<file path="src/hdl/bia_pkg.sv">
package bia_pkg;

    localparam int NUM_IDS   = 1024;
    localparam int WORD_W    = 32;
    localparam int NUM_WORDS = NUM_IDS / WORD_W;
    localparam int RAW_W     = $clog2(NUM_IDS);
    localparam int BIT_W     = $clog2(WORD_W);
    localparam int WA_W      = $clog2(NUM_WORDS);

    localparam int KIND_W  = 2;
    localparam int ID_W    = 11;
    localparam int BLK_W   = 32;
    localparam int STAT_W  = 2;
    localparam int COUNT_W = 11;

    localparam logic [KIND_W-1:0] KIND_ALLOC  = 2'd0;
    localparam logic [KIND_W-1:0] KIND_LOOKUP = 2'd1;
    localparam logic [KIND_W-1:0] KIND_FREE   = 2'd2;

    localparam logic [STAT_W-1:0] ST_OK     = 2'd0;
    localparam logic [STAT_W-1:0] ST_NORES  = 2'd1;
    localparam logic [STAT_W-1:0] ST_BADARG = 2'd2;

    typedef struct packed {
        logic [KIND_W-1:0] kind;
        logic [ID_W-1:0]   ident;
        logic [BLK_W-1:0]  block_num;
    } t_in_item;

    typedef struct packed {
        logic [STAT_W-1:0]  status;
        logic [ID_W-1:0]    new_ident;
        logic [BLK_W-1:0]   found_block;
        logic [COUNT_W-1:0] free_count;
    } t_out_item;

    typedef struct packed {
        logic load;
        logic scan;
        logic rd;
        logic fin;
    } t_cmd;

    typedef struct packed {
        logic hit;
        logic last;
        logic slot;
    } t_sts;

endpackage

</file>
<file path="src/hdl/bia_ctrl.sv">
module bia_ctrl (
    input  logic                          i_clk,
    input  logic                          i_rst_n,
    input  logic                          i_in_valid,
    input  logic [bia_pkg::KIND_W-1:0]    i_in_kind,
    input  bia_pkg::t_sts                 i_sts,
    output logic                          o_in_stall,
    output bia_pkg::t_cmd                 o_cmd
);

    localparam logic [1:0] S_IDLE = 2'd0;
    localparam logic [1:0] S_SCAN = 2'd1;
    localparam logic [1:0] S_READ = 2'd2;
    localparam logic [1:0] S_FIN  = 2'd3;

    logic [1:0] r_state;
    logic [1:0] n_state;

    assign o_in_stall = (r_state != S_IDLE);

    always_comb begin
        n_state = r_state;
        o_cmd   = '0;
        case (r_state)
            S_IDLE: begin
                if (i_in_valid) begin
                    o_cmd.load = 1'b1;
                    case (i_in_kind)
                        bia_pkg::KIND_ALLOC:  n_state = S_SCAN;
                        bia_pkg::KIND_LOOKUP: n_state = S_READ;
                        default:              n_state = S_FIN;
                    endcase
                end
            end
            S_SCAN: begin
                o_cmd.scan = 1'b1;
                if (i_sts.hit || i_sts.last) begin
                    n_state = S_FIN;
                end
            end
            S_READ: begin
                o_cmd.rd = 1'b1;
                n_state  = S_FIN;
            end
            S_FIN: begin
                if (i_sts.slot) begin
                    o_cmd.fin = 1'b1;
                    n_state   = S_IDLE;
                end
            end
            default: n_state = S_IDLE;
        endcase
    end

    always_ff @(posedge i_clk) begin
        if (!i_rst_n) begin
            r_state <= S_IDLE;
        end else begin
            r_state <= n_state;
        end
    end

endmodule

</file>
<file path="config.mk">
export PLATFORM = sky130hd
export DESIGN_NAME = bia_ctrl
export DESIGN_NICKNAME = d
export VERILOG_FILES = /design/src/hdl/bia_pkg.sv /design/src/hdl/bia_ctrl.sv
export SDC_FILE = /design/constraint.sdc
export NUM_CORES = 1
export LEC_CHECK = 0
export BUFFER_PORTS_ARGS = -buffer_cell sky130_fd_sc_hd__buf_2
export CAP_MARGIN = 20
export CELL_PAD_IN_SITES_DETAIL_PLACEMENT = 2
export CELL_PAD_IN_SITES_GLOBAL_PLACEMENT = 2
export CORE_AREA = 8 8 45 47
export CTS_CLUSTER_SIZE = 8
export DETAILED_ROUTE_END_ITERATION = 10
export DIE_AREA = 0 0 53 55
export PLACE_DENSITY = 0.64
export SYNTH_ARGS = -nofsm -noshare
export SYNTH_HDL_FRONTEND = slang
export SYNTH_SLANG_ARGS = --single-unit
</file>
<file path="constraint.sdc">
create_clock -name i_clk -period 1.24 [get_ports i_clk]
set_input_delay 0.248 -clock i_clk [delete_from_list [all_inputs] [get_ports i_clk]]
set_output_delay 0.248 -clock i_clk [all_outputs]
set_load 0.1 [all_outputs]
</file>
# --- Yosys cells after proc, flatten, opt, wreduce, memory -nomap -nowiden ---
# Index checks and enable logic that the tools add are counted.
totals:
  inputBits: 8
  regBits: 2
  output_inout_bits: 5
  elab_cells: 24
classes:
  mux: 11
  eq_ne: 7
  reduce_logical: 5
ops:
  columns: ["cell", "count"]
  rows:
  - ["case mux 2 bit (4 select lines)", 1]
  - ["two-way mux 1 bit", 6]
  - ["two-way mux 2 bit", 3]
  - ["inequality test 2 bit, second input constant", 3]
  - ["== test 2 x 1 -> 1 bit, second input constant", 2]
  - ["== test 2 bit, second input constant", 2]
  - ["logical NOT 2 bit", 2]
  - ["case mux 2 bit (2 select lines)", 1]
  - ["AND reduction 3 bit", 1]
  - ["nonzero test 2 bit", 1]
  - ["logical OR 1 bit", 1]

# --- Logic depth before layout (Yosys ltp) ---
logic_depth:
  depth_word: 4
  mapped_depth: 5
  ltp_nobuf: 5

# --- Least setup slack after synthesis ---
# Ideal clock, no wire load.
synth_timing:
  path_type: "register -> output"
  start: "register r_state[0]"
  end: "output o_cmd[3] in the netlist's numbering"
  path_stages_with_launch: 5
  path_buffers: 0
  setup_slack_ns: -1.227
  arrival_time_ns: 2.219
  path_cell_list: "dfxtp_1 > inv_1 > ha_1 > inv_2 > nor2_1"
synth_lines:
  columns: ["element", "line", "source"]
  rows:
  - ["start: declaration", "bia_ctrl.sv:16", "logic [1:0] r_state;"]
  - ["start signal: assignment", "bia_ctrl.sv:59", "r_state <= n_state;"]
  - ["end: declaration", "bia_ctrl.sv:8", "output bia_pkg::t_cmd o_cmd"]

==> impl.org <==
** Run status
- Result of the run :: finished with violations
- Violated checks :: setup timing

** Route
- DRT antenna net count :: 0
- Highest routed metal layer :: met3
- Router iterations before antenna repair :: 3
- In the routed design, unresolved DRC markers number 0.
- Summed over all nets, wire length on met3 after detailed routing comes to 59 µm.
- After detailed routing, the average wire length per cell comes to 12.02 µm.
- The detailed router put a total of 227 µm of wire on met1.
- Final wirelength :: 697 µm
- Detailed route wirelength on metal2 :: 410 µm
- Initial drt markers :: 2
- Detailed routing inserted a total of 229 vias.
- Via-to-Cell Ratio :: 3.948

** Logic synthesis
- Top post-synthesis cells by area :: sky130_fd_sc_hd__ha_1 24%, sky130_fd_sc_hd__dfxtp_1 19%, sky130_fd_sc_hd__a221oi_4 13%
- Summing the sequential cell areas from Yosys gives 19.39% of the chip area.
- During synthesis, Yosys emitted a total of 0 warnings.
- Post-synth cell types :: 13
- In the synthesized netlist the dominant register cell turns out to be sky130_fd_sc_hd__dfxtp_1.
- Post-synth net total :: 35
- Dividing the synthesized area by the synthesized cell count gives 8.976 µm².
- Netlist Area Pre-Place :: 206.4 µm²
- Seq cells post-synth :: 2
- Of the post-synthesis cell area, the dominant cell type holds 24.24%.
- Synthesis handed over a netlist of 23 instances.
- Most frequent cells after synthesis :: 4 x sky130_fd_sc_hd__ha_1, 3 x sky130_fd_sc_hd__nand2_1
- Post-synth EDFFs :: 0
- Post-synth ARST share :: 0%
- Top cell type by total area after synthesis :: sky130_fd_sc_hd__ha_1
- Dominant cell by count in the synthesized netlist :: sky130_fd_sc_hd__ha_1

** Clock network
- # hold bufs at CTS :: 0
- Number of levels in the clock H-tree :: 1
- Deepest clock path buffer count :: 2
- CTS tree :: yes
- In this run, CTS created clock tree buffers numbering 3.
- Total clock sinks :: 2
- The cell sitting at the root of the clock tree is a sky130_fd_sc_hd__clkbuf_4.
- Clock input transition at the sequential cells of the worst setup and hold paths :: 0.03 ns
- The clock reaches the later pin of the worst-skew pair after 0.22 ns.

** Global route
- In the global route stage, overall resource usage came out at 6.114%.
- The total overflow left after global routing is 0.
- The via count of the first global-routing pass was 290.
- Global-route wire length before repair :: 1269 µm
- Pin count of the biggest net entering global routing :: 5
- The number of antenna violations at the first check in global routing came to 0.

** Floorplan
- Width of the die :: 53 µm
- Starting utilization of the core area :: 14.92%
- Die Area :: 0.002915 mm²
- I/O pin total :: 13
- The floorplan step set the die height to 55 µm.
- The floorplan step defined a core boundary enclosing 0.001384 mm².
- The floorplan has 14 rows.

** Placement
- During placement, the flow inserted port buffers numbering 12.
- Detailed placement finished with a half-perimeter wire length of 609.3 µm.
- Worst setup timing slack at the placement stage :: -0.07825 ns
- Final RePlAce weighted congestion :: 0.6357

** STA
- Clock skew on the completed layout was measured at 0.001598 ns.
- FMAX :: 0.7325 GHz
- Final worst-path setup slack :: -0.1251 ns
- Finish-stage setup viols :: 7
- Slew at the pin closest to its max-slew limit :: 0.2591 ns
- Share of the clock period used by the worst path after layout :: 110.1%
- Worst slew margin relative to its limit :: 82.73%
- Shortest clock period the worst path allows after layout :: 1.365 ns
- Number of endpoints with negative hold slack in the final report :: 0
- Setup repair after global routing could not meet its margin everywhere.
- The final number of max-transition violations came to 0.

** Worst setup path
- Of all nets on the critical path, the largest fanout is 4.
- Category of the critical setup timing path :: flip-flop to output pin
- Critical Path RT :: 0.99 ns
- CP endpoint kind :: output pin
- Critical path startpoint category :: flip-flop
- Data on the critical path arrives at its endpoint at 1.12 ns.

** Final layout
- The largest registers in the layout are r_state: 2 flops.
- For this run, the post-layout net count is 56.
- Number of fill cells in the layout :: 161
- Diodes inserted :: 0
- Ranked by flip-flop count, first place goes to r_state.
- Area added between synthesis and finish :: 128.5%
- Flip-flop count of the largest register after layout :: 2
- Cells with a size suffix above 1 make up 78.57% of the layout.

** Flow run
- The tool flagged a number of max-cap violations equal to 0.

** Worst hold path
- Path type of the worst min-delay path :: input pin to flip-flop
-- final timing paths --
path,depth (start not counted),from,slack [ns],endpoint
max,5,r_state[0]$_SDFFE_PN0P_,-0.13,o_cmd[3]
min,3,i_rst_n,0.30,r_state[0]$_SDFFE_PN0P_
max reg2reg,5,r_state[0]$_SDFFE_PN0P_,-0.08,r_state[1]$_SDFFE_PN0P_
min reg2reg,2,r_state[0]$_SDFFE_PN0P_,0.51,r_state[0]$_SDFFE_PN0P_
-- repair_timing --
action | in CTS | in global routing
endpoints found under the setup margin | 7 | 7
pin swaps | 2 | 3
buffers inserted | 1 | 1
gates cloned | 0 | 0
resized for setup | 8 | 3
-- stage by stage --
step                      cells  util [%]  hold slack, ns  area, µm²  TNS (ns)
after floorplan              23         -          0.3944      237.7   -0.5281
after global placement       53     29.48          0.4933      407.9  -0.03879
after detailed placement     53     29.48          0.5148      407.9   -0.1798
after CTS                    57     32.46          0.2948      449.2   -0.8374
after global routing         58     34.09          0.3085      471.7    -1.012
final                        58     34.09          0.2980      471.7   -0.6140
-- kinds of logic (layout without fill, tap and decap cells) --
kind of cell	count (synthesis)	count (layout)	share of synthesized area (%)
buffers and inverters	4	23	7.275
AND/OR/NAND/NOR	8	8	18.79
AO/OA/AOI/OAI	3	3	20.61
flip-flops	2	2	19.39
adder cells (fa/ha/maj)	4	4	24.24
multiplexers	2	2	9.697
-- critical path, cell delays in order, from the launching register on --
cell and delay [ns]:
sky130_fd_sc_hd__dfxtp_4 0.35, sky130_fd_sc_hd__inv_4 0.07, sky130_fd_sc_hd__ha_4 0.15, sky130_fd_sc_hd__inv_6 0.04, sky130_fd_sc_hd__nor2_4 0.10, sky130_fd_sc_hd__buf_12 0.18
-- area by class of cell --
class                   count  area [µm²]  area share [%]
inverters                   4       25.02           5.305
flip-flops and latches      2       47.55           10.08
well taps                  16       20.02           4.244
clock buffers               3       22.52           4.775
multi-input cells          17       191.4           40.58
repair buffers             16       165.2           35.01
-- placed cells by master (no fill, tap or decap), drive strengths merged --
cell type / instances
buf: 16
mux2i: 2
ha: 4
dfxtp: 2
o31ai: 1
nor2: 2
a221oi: 1
nand2: 3
o21a: 1
inv: 4
clkbuf: 3
and2: 1
nand3b: 1
nor2b: 1
-- routing by layer --
layer | GRT usage (%) | vias up
li1 | - | 113
met1 | 4.697 | 109
met2 | 11.72 | 7
met3 | 2.406 | 0
met4 | 5.172 | 0
met5 | 0 | -
Power is not shown: default switching activity piles up to over one toggle a cycle in this logic, so the estimate is an artifact.
